$ cat config.mk
export PLATFORM = sky130hd
export DESIGN_NAME = matrix_multiply
export DESIGN_NICKNAME = d
export VERILOG_FILES = /design/src/design/mm_pkg.sv /design/src/design/mm_store.sv /design/src/design/mm_mac.sv /design/src/design/mm_seq.sv /design/src/design/matrix_multiply.sv
export SDC_FILE = /design/constraint.sdc
export NUM_CORES = 2
export LEC_CHECK = 0
export BUFFER_PORTS_ARGS = -buffer_cell sky130_fd_sc_hd__buf_2
export CAP_MARGIN = 20
export CELL_PAD_IN_SITES_DETAIL_PLACEMENT = 0
export CELL_PAD_IN_SITES_GLOBAL_PLACEMENT = 2
export CORE_UTILIZATION = 30
export CTS_CLUSTER_DIAMETER = 200
export DETAILED_ROUTE_END_ITERATION = 10
export GPL_TIMING_DRIVEN = 0
export PLACE_DENSITY_LB_ADDON = 0.12
export SETUP_SLACK_MARGIN = 0.5
export SYNTH_ARGS = -nofsm -noshare
export SYNTH_HDL_FRONTEND = slang
export SYNTH_SLANG_ARGS = --single-unit
$ cat constraint.sdc
create_clock -name clk -period 18.5 [get_ports clk]
set_input_delay 2.775 -clock clk [delete_from_list [all_inputs] [get_ports clk]]
set_output_delay 2.775 -clock clk [all_outputs]
set_load 0.01 [all_outputs]
$ cat src/design/mm_pkg.sv
// ----------------------------------------------------------------------------
// mm_pkg
// Shared widths, register indexes and control bundles for the matrix multiplier.
// ----------------------------------------------------------------------------
package mm_pkg;

  // field widths
  localparam int ELEM_W = 16;
  localparam int PROD_W = 35;
  localparam int IDX_W  = 3;
  localparam int CFG_W  = 4;
  localparam int REG_W  = 2;
  localparam int ACC_W  = 40;

  // configuration register indexes
  localparam logic [REG_W-1:0] REG_ROWS_A    = 2'd0;
  localparam logic [REG_W-1:0] REG_INNER_LEN = 2'd1;
  localparam logic [REG_W-1:0] REG_COLS_B    = 2'd2;

  // element tags
  localparam logic MODE_A = 1'b0;
  localparam logic MODE_B = 1'b1;

  // sequencer to datapath
  typedef struct packed {
    logic             issue;
    logic             first;
    logic             lastk;
    logic             load;
    logic [IDX_W-1:0] row;
    logic [IDX_W-1:0] col;
    logic             last;
  } mac_ctrl_t;

  // datapath to sequencer
  typedef struct packed {
    logic done;
    logic free;
  } mac_stat_t;

endpackage

$ cat src/design/mm_store.sv
// ----------------------------------------------------------------------------
// mm_store
// Element memories for A and B, one write and one registered read port each.
// ----------------------------------------------------------------------------
module mm_store
  import mm_pkg::*;
#(
  parameter int MAX_DIM = 8,
  localparam int DEPTH  = MAX_DIM * MAX_DIM,
  localparam int AW     = (DEPTH > 1) ? $clog2(DEPTH) : 1
) (
  input  logic                     clk,
  input  logic                     we_a,
  input  logic                     we_b,
  input  logic [AW-1:0]            waddr,
  input  logic signed [ELEM_W-1:0] wdata,
  input  logic [AW-1:0]            raddr_a,
  input  logic [AW-1:0]            raddr_b,
  output logic signed [ELEM_W-1:0] rdata_a,
  output logic signed [ELEM_W-1:0] rdata_b
);

  logic signed [ELEM_W-1:0] mem_a [DEPTH];
  logic signed [ELEM_W-1:0] mem_b [DEPTH];

  // matrix a port
  always_ff @(posedge clk) begin
    if (we_a) begin
      mem_a[waddr] <= wdata;
    end
    rdata_a <= mem_a[raddr_a];
  end

  // matrix b port
  always_ff @(posedge clk) begin
    if (we_b) begin
      mem_b[waddr] <= wdata;
    end
    rdata_b <= mem_b[raddr_b];
  end

endmodule

$ cat src/design/mm_mac.sv
// ----------------------------------------------------------------------------
// mm_mac
// Multiply-accumulate pipeline with saturation and the result register.
// ----------------------------------------------------------------------------
module mm_mac
  import mm_pkg::*;
(
  input  logic                     clk,
  input  logic                     rst,
  input  mac_ctrl_t                ctrl,
  input  logic signed [ELEM_W-1:0] rdata_a,
  input  logic signed [ELEM_W-1:0] rdata_b,
  output mac_stat_t                stat,
  output logic                     out_valid,
  input  logic                     out_stall,
  output logic signed [PROD_W-1:0] product_value,
  output logic [IDX_W-1:0]         result_row,
  output logic [IDX_W-1:0]         result_col,
  output logic                     last
);

  localparam logic signed [ACC_W-1:0] PV_MAX = ACC_W'((64'sd1 <<< (PROD_W - 1)) - 64'sd1);
  localparam logic signed [ACC_W-1:0] PV_MIN = ACC_W'(-(64'sd1 <<< (PROD_W - 1)));

  logic                         s1_v;
  logic                         s1_first;
  logic                         s1_lastk;
  logic                         s2_v;
  logic                         s2_first;
  logic                         s2_lastk;
  logic signed [2*ELEM_W-1:0]   prod;
  logic signed [ACC_W-1:0]      acc;
  logic                         done;
  logic signed [PROD_W-1:0]     sat_val;

  // flags follow the memory read
  always_ff @(posedge clk) begin
    if (rst) begin
      s1_v <= 1'b0;
      s2_v <= 1'b0;
      done <= 1'b0;
    end else begin
      s1_v <= ctrl.issue;
      s2_v <= s1_v;
      done <= s2_v && s2_lastk;
    end
  end

  // multiply stage
  always_ff @(posedge clk) begin
    s1_first <= ctrl.first;
    s1_lastk <= ctrl.lastk;
    s2_first <= s1_first;
    s2_lastk <= s1_lastk;
    prod     <= rdata_a * rdata_b;
  end

  // accumulate stage
  always_ff @(posedge clk) begin
    if (s2_v) begin
      acc <= (s2_first ? '0 : acc) + ACC_W'(prod);
    end
  end

  // clamp to result width
  always_comb begin
    if (acc > PV_MAX) begin
      sat_val = PROD_W'(PV_MAX);
    end else if (acc < PV_MIN) begin
      sat_val = PROD_W'(PV_MIN);
    end else begin
      sat_val = PROD_W'(acc);
    end
  end

  assign stat.done = done;
  assign stat.free = !out_valid || !out_stall;

  // result register
  always_ff @(posedge clk) begin
    if (rst) begin
      out_valid <= 1'b0;
    end else if (ctrl.load) begin
      out_valid <= 1'b1;
    end else if (!out_stall) begin
      out_valid <= 1'b0;
    end
  end

  always_ff @(posedge clk) begin
    if (ctrl.load) begin
      product_value <= sat_val;
      result_row    <= ctrl.row;
      result_col    <= ctrl.col;
      last          <= ctrl.last;
    end
  end

endmodule

$ cat src/design/mm_seq.sv
// ----------------------------------------------------------------------------
// mm_seq
// Load counters and the sequencer that walks rows, columns and inner terms.
// ----------------------------------------------------------------------------
module mm_seq
  import mm_pkg::*;
#(
  parameter int MAX_DIM = 8,
  localparam int DEPTH  = MAX_DIM * MAX_DIM,
  localparam int AW     = (DEPTH > 1) ? $clog2(DEPTH) : 1,
  localparam int DW     = $clog2(MAX_DIM + 1)
) (
  input  logic                     clk,
  input  logic                     rst,
  input  logic [DW-1:0]            dim_m,
  input  logic [DW-1:0]            dim_n,
  input  logic [DW-1:0]            dim_p,
  input  logic                     in_valid,
  output logic                     in_stall,
  input  logic                     mode,
  output logic                     we_a,
  output logic                     we_b,
  output logic [AW-1:0]            waddr,
  output logic [AW-1:0]            raddr_a,
  output logic [AW-1:0]            raddr_b,
  output mac_ctrl_t                ctrl,
  input  mac_stat_t                stat
);

  localparam int IW    = (MAX_DIM > 1) ? $clog2(MAX_DIM) : 1;
  localparam int CW    = $clog2(DEPTH + 1);

  localparam logic [1:0] ST_IDLE  = 2'd0;
  localparam logic [1:0] ST_RUN   = 2'd1;
  localparam logic [1:0] ST_DRAIN = 2'd2;
  localparam logic [1:0] ST_OUT   = 2'd3;

  logic [1:0]    state;
  logic [CW-1:0] cnt_a;
  logic [CW-1:0] cnt_b;
  logic [CW-1:0] cnt_a_next;
  logic [CW-1:0] cnt_b_next;
  logic [CW-1:0] need_a;
  logic [CW-1:0] need_b;
  logic [IW-1:0] i;
  logic [IW-1:0] j;
  logic [IW-1:0] k;
  logic [AW-1:0] a_base;
  logic [AW-1:0] a_addr;
  logic [AW-1:0] b_addr;
  logic          accept;
  logic          k_last;
  logic          j_last;
  logic          i_last;

  assign need_a = CW'(dim_m) * CW'(dim_n);
  assign need_b = CW'(dim_n) * CW'(dim_p);

  assign in_stall = (state != ST_IDLE);
  assign accept   = in_valid && !in_stall;

  // store write for an accepted element, dropped once full
  assign we_a  = accept && (mode == MODE_A) && (cnt_a < need_a);
  assign we_b  = accept && (mode == MODE_B) && (cnt_b < need_b);
  assign waddr = we_b ? cnt_b[AW-1:0] : cnt_a[AW-1:0];

  assign cnt_a_next = we_a ? cnt_a + CW'(1) : cnt_a;
  assign cnt_b_next = we_b ? cnt_b + CW'(1) : cnt_b;

  assign k_last = (DW'(k) == dim_n - DW'(1));
  assign j_last = (DW'(j) == dim_p - DW'(1));
  assign i_last = (DW'(i) == dim_m - DW'(1));

  assign raddr_a = a_addr;
  assign raddr_b = b_addr;

  // datapath control
  always_comb begin
    ctrl       = '0;
    ctrl.issue = (state == ST_RUN);
    ctrl.first = (k == '0);
    ctrl.lastk = k_last;
    ctrl.load  = (state == ST_OUT) && stat.free;
    ctrl.row   = IDX_W'(i);
    ctrl.col   = IDX_W'(j);
    ctrl.last  = i_last && j_last;
  end

  // sequencer
  always_ff @(posedge clk) begin
    if (rst) begin
      state <= ST_IDLE;
      cnt_a <= '0;
      cnt_b <= '0;
    end else begin
      case (state)
        ST_IDLE: begin
          cnt_a <= cnt_a_next;
          cnt_b <= cnt_b_next;
          if (accept && (cnt_a_next >= need_a) && (cnt_b_next >= need_b)) begin
            state <= ST_RUN;
          end
        end
        ST_RUN: begin
          if (k_last) begin
            state <= ST_DRAIN;
          end
        end
        ST_DRAIN: begin
          if (stat.done) begin
            state <= ST_OUT;
          end
        end
        ST_OUT: begin
          if (stat.free) begin
            if (i_last && j_last) begin
              state <= ST_IDLE;
              cnt_a <= '0;
              cnt_b <= '0;
            end else begin
              state <= ST_RUN;
            end
          end
        end
        default: begin
          state <= ST_IDLE;
        end
      endcase
    end
  end

  // row, column and address walk
  always_ff @(posedge clk) begin
    case (state)
      ST_IDLE: begin
        i      <= '0;
        j      <= '0;
        k      <= '0;
        a_base <= '0;
        a_addr <= '0;
        b_addr <= '0;
      end
      ST_RUN: begin
        if (!k_last) begin
          k      <= k + IW'(1);
          a_addr <= a_addr + AW'(1);
          b_addr <= b_addr + AW'(dim_p);
        end
      end
      ST_OUT: begin
        if (stat.free) begin
          k <= '0;
          if (j_last) begin
            i      <= i + IW'(1);
            j      <= '0;
            a_base <= a_base + AW'(dim_n);
            a_addr <= a_base + AW'(dim_n);
            b_addr <= '0;
          end else begin
            j      <= j + IW'(1);
            a_addr <= a_base;
            b_addr <= AW'(j) + AW'(1);
          end
        end
      end
      default: begin
      end
    endcase
  end

endmodule

$ cat src/design/matrix_multiply.sv
// ----------------------------------------------------------------------------
// matrix_multiply
// Integer matrix multiply D = A x B over element memories and one shared MAC.
// ----------------------------------------------------------------------------
//
//   channel   handshake            payload
//   -------   ------------------   ---------------------------------------------
//   input     in_valid / in_stall  mode, element_value
//   output    out_valid/out_stall  product_value, result_row, result_col, last
//   config    cfg_we               cfg_index, cfg_data
//
// Loading accepts one element per cycle while in_stall is low. The completing element
// starts the product; each result then passes through the single multiply-accumulate
// pipeline (memory read, multiply, accumulate, result register). in_stall stays high
// until the last result is loaded into the result register. A stalled result register
// holds the sequencer.
// Reset is synchronous and clears counters and control; the memories are not cleared.
//
module matrix_multiply
  import mm_pkg::*;
#(
  parameter int MAX_DIM = 8
) (
  input  logic                     clk,
  input  logic                     rst,
  input  logic                     cfg_we,
  input  logic [REG_W-1:0]         cfg_index,
  input  logic [CFG_W-1:0]         cfg_data,
  input  logic                     in_valid,
  output logic                     in_stall,
  input  logic                     mode,
  input  logic signed [ELEM_W-1:0] element_value,
  output logic                     out_valid,
  input  logic                     out_stall,
  output logic signed [PROD_W-1:0] product_value,
  output logic [IDX_W-1:0]         result_row,
  output logic [IDX_W-1:0]         result_col,
  output logic                     last
);

  localparam int DEPTH = MAX_DIM * MAX_DIM;
  localparam int AW    = (DEPTH > 1) ? $clog2(DEPTH) : 1;
  localparam int DW    = $clog2(MAX_DIM + 1);

  logic [CFG_W-1:0]         rows_a;
  logic [CFG_W-1:0]         inner_len;
  logic [CFG_W-1:0]         cols_b;
  logic [DW-1:0]            dim_m;
  logic [DW-1:0]            dim_n;
  logic [DW-1:0]            dim_p;
  logic                     we_a;
  logic                     we_b;
  logic [AW-1:0]            waddr;
  logic [AW-1:0]            raddr_a;
  logic [AW-1:0]            raddr_b;
  logic signed [ELEM_W-1:0] rdata_a;
  logic signed [ELEM_W-1:0] rdata_b;
  mac_ctrl_t                ctrl;
  mac_stat_t                stat;

  // clamp a dimension register into 1..MAX_DIM
  function automatic logic [DW-1:0] clamp_dim(input logic [CFG_W-1:0] v);
    logic [DW-1:0] r;
    if (v == '0) begin
      r = DW'(1);
    end else if (int'(v) > MAX_DIM) begin
      r = DW'(MAX_DIM);
    end else begin
      r = DW'(v);
    end
    return r;
  endfunction

  // configuration registers
  always_ff @(posedge clk) begin
    if (rst) begin
      rows_a    <= CFG_W'(8);
      inner_len <= CFG_W'(8);
      cols_b    <= CFG_W'(8);
    end else if (cfg_we) begin
      case (cfg_index)
        REG_ROWS_A:    rows_a    <= cfg_data;
        REG_INNER_LEN: inner_len <= cfg_data;
        REG_COLS_B:    cols_b    <= cfg_data;
        default: begin
        end
      endcase
    end
  end

  assign dim_m = clamp_dim(rows_a);
  assign dim_n = clamp_dim(inner_len);
  assign dim_p = clamp_dim(cols_b);

  // sequencer and load counters
  mm_seq #(
    .MAX_DIM (MAX_DIM)
  ) u_seq (
    .clk      (clk),
    .rst      (rst),
    .dim_m    (dim_m),
    .dim_n    (dim_n),
    .dim_p    (dim_p),
    .in_valid (in_valid),
    .in_stall (in_stall),
    .mode     (mode),
    .we_a     (we_a),
    .we_b     (we_b),
    .waddr    (waddr),
    .raddr_a  (raddr_a),
    .raddr_b  (raddr_b),
    .ctrl     (ctrl),
    .stat     (stat)
  );

  // element memories
  mm_store #(
    .MAX_DIM (MAX_DIM)
  ) u_store (
    .clk     (clk),
    .we_a    (we_a),
    .we_b    (we_b),
    .waddr   (waddr),
    .wdata   (element_value),
    .raddr_a (raddr_a),
    .raddr_b (raddr_b),
    .rdata_a (rdata_a),
    .rdata_b (rdata_b)
  );

  // multiply-accumulate and result register
  mm_mac u_mac (
    .clk           (clk),
    .rst           (rst),
    .ctrl          (ctrl),
    .rdata_a       (rdata_a),
    .rdata_b       (rdata_b),
    .stat          (stat),
    .out_valid     (out_valid),
    .out_stall     (out_stall),
    .product_value (product_value),
    .result_row    (result_row),
    .result_col    (result_col),
    .last          (last)
  );

endmodule

==> impl_results.md <==
- Area grow syn2layout: 18.4%
- Setup TNS: 0 ns
- Worst skew pair latency: 0.90 ns
- Syn avg cell area: 17.6 um^2
- Layout cells sized above 1: 0.210
- Slew Limit Fails: 0
- Via count: 53,000
- FMAX: 122 MHz
- Reg2reg setup slack: 10.29 ns
- Post CTS Setup Buffer Count: 0
- Post-synthesis register bit count: 2,257
- Drt drc: 0
- CP endpoint kind: flop
- GRT Overall Usage: 0.186
- Post-Syn Instances: 5,628
- Total global routing overflow: 0
- Num CTS Buffers: 269
- Top cells by area, synth: edfxtp_1 (65%), mux4_2 (11%), fa_1 (5.5%)
- Synth Cell Area: 99,300 um^2
- Tightest Pin Transition: 1.26 ns
- Number of synthesized flops with an enable pin: 2,157
- Hold crit path type: reg -> reg
- Crit path time final: 8.21 ns
- Die height: 577 um
- Post-route ant nets: 0
- Die ar.: 333,000 um^2
- Cell family with most CP delay: compound AO/OA/AOI/OAI gates
- Drt via density: 4.93
- PostCTS Resize Cnt: 0
- FF-to-FF End: u_seq.state[0]$_SDFFE_PP0P_
- Worst R2R Start: inner_len[3]$_SDFFE_PP1P_
- Post-CTS Hold Buffers: 0
- First-pass GRT wire length: 435 mm
- Fin Clk Skew: 0.0605 ns
- Wirelength per Cell: 28.9 um
- Final hold viol count: 0
- Seq/Total Area, Yosys: 0.672
- Filler instances: 30,700
- R2R depth: 30
- CTS root buf: clkbuf_16
- Critical path class: reg -> reg
- Nets: 6,645
- Input/output buffers: 71
- Crit path max fanout: 10
- Dominant cell type by area after synthesis: edfxtp_1
- Commonest non-fill, non-tap cell in the layout: edfxtp_1
- CTS tree: built
- Synth unique cells: 73
- Detail Placement HPWL: 221 mm
- CP startpoint: inner_len[3]$_SDFFE_PP1P_
- Clock H-tree levels: 5
- Asr flop ratio synth: 0
- MaxCap Viol Count: 0
- Top cell type's share of synthesized area: 0.652
- Num Clock Sinks: 2,257
- Most frequent cells in the layout: edfxtp_1 (2,157), mux4_2 (480), inv_1 (328)
- Number of global-route vias before repair: 55,100
- CP peak stage delay: 0.60 ns
- Hold path endpoint: u_mac.s2_lastk$_DFF_P_
- Final Setup Violations: 0
- Ports: 72
- DRT Wirelength: 310 mm
- CP max-delay cell: fa_1
- Die X: 577 um
- Unrepaired setup endpoints after global routing: no
- Initial antenna violation count: 17
- Largest net degree at the start of global routing: 109
- Core area: 328,000 um^2
- Worst relative slew slack: 0.157
- CP Data Arrival Time: 9.02 ns
- Initial DRC count: 4,415
- Syn nets: 6,113
- CP Buf/Inv Count: 6
- Initial Util: 0.303
- Critical path launch point type: flop
- Clock Path Buffers: 4
- Final period util: 0.444
- Detailed Routing Iterations Pass 1: 5
- Primary FF master, synth: edfxtp_1
- Util after Layout: 0.358
- Worst hold start: u_mac.s1_lastk$_DFF_P_
- Clk pin slew, worst setup/hold paths: 0.06 ns
- Outcome: finished clean
- Worst path required time: 19.31 ns
- Row cnt: 210
- Worst Hold Depth: 0
- Placer Congestion: 0.779
- Syn. warnings: 0
-- final cells by class --
type / instances / area (um^2) / area share
repair buffers: 261 / 4000 / 0.0340
multi-input cells: 2775 / 30700 / 0.261
clock inverters: 143 / 1290 / 0.0110
plain buffers: 266 / 1010 / 0.00862
well taps: 4346 / 5440 / 0.0462
clock buffers: 338 / 7150 / 0.0608
inverters: 330 / 1240 / 0.0105
flip-flops and latches: 2257 / 66800 / 0.568
diodes: 15 / 37.5 / 0.000319
-- worst max path at each step --
stage,slack (ns),end,cells past startpoint
after floorplan,12.05,u_seq.state[1]$_SDFFE_PP0P_,31
after global placement,8.37,u_store.mem_a[33][9]$_DFFE_PP_,20
after detailed placement,10.16,u_mac.prod[31]$_DFF_P_,24
after CTS,10.14,u_mac.prod[31]$_DFF_P_,24
after global routing,9.78,u_seq.state[0]$_SDFFE_PP0P_,30
final,10.29,u_seq.state[0]$_SDFFE_PP0P_,30
-- registers in the layout, summed over array words and instances, names as in the netlist, 4 cells and up --
| name | count |
|---|---|
| u_store.rdata_a | 16 |
| u_seq.cnt_b | 7 |
| u_store.mem_b | 1024 |
| u_seq.raddr_b | 6 |
| u_mac.prod | 32 |
| u_seq.raddr_a | 6 |
| u_store.mem_a | 1024 |
| inner_len | 4 |
| rows_a | 4 |
| u_store.rdata_b | 16 |
| cols_b | 4 |
| u_seq.cnt_a | 7 |
| u_mac.product_value | 35 |
| u_mac.acc | 40 |
| u_seq.a_base | 6 |
-- kinds of logic (layout without fill, tap and decap cells) --
| kind of cell | Yosys count | in the layout | synth area share |
|---|---|---|---|
| AO/OA/AOI/OAI | 646 | 646 | 0.0410 |
| XOR/XNOR | 117 | 117 | 0.0104 |
| adder cells (fa/ha/maj) | 460 | 460 | 0.0785 |
| buffers and inverters | 596 | 1338 | 0.0226 |
| flip-flops | 2257 | 2257 | 0.672 |
| multiplexers | 748 | 748 | 0.137 |
| other | 0 | 15 | 0 |
| AND/OR/NAND/NOR | 804 | 804 | 0.0383 |
-- cells in the mapped netlist (all sizes together), types with 4 or more instances --
cell,number
a211o,5
a211oi,7
a21o,52
a21oi,225
a31oi,11
and2,114
and3,4
buf,64
clkbuf,202
dfxtp,100
edfxtp,2157
fa,273
ha,184
inv,330
mux2,65
mux2i,203
mux4,480
nand2,264
nand2b,32
nand3,24
nand3b,4
nand4,10
nor2,225
nor2b,74
nor3,17
nor4,5
o211ai,6
o21a,47
o21ai,115
o21bai,11
o221ai,64
o22ai,71
o31ai,5
or2,5
or3,10
xnor2,91
xor2,26
-- per-stage QoR --
stage          instances  setup slack [ns]  area (um^2)  hold WS [ns]
6_report           10700             10.29       118000         0.326
3_5_place_dp       10200             10.16       109000         0.312
2_1_floorplan       5628             12.05        99300         0.310
3_3_place_gp       10000              8.37       105000         0.311
5_1_grt            10700              9.78       118000         0.331
4_1_cts            10700             10.14       117000         0.326
-- routing by layer --
layer / share of wire / up-vias / global-route usage / wire, um
li1: - / 22900 / - / -
met4: 0.022 / 2 / 0.0423 / 6710
met2: 0.47 / 1140 / 0.299 / 146000
met1: 0.47 / 28600 / 0.269 / 146000
met3: 0.040 / 341 / 0.0209 / 12300
met5: 0.000061 / - / 0 / 19
Power is not shown: default switching activity piles up to over one toggle a cycle in this logic, so the estimate is an artifact.
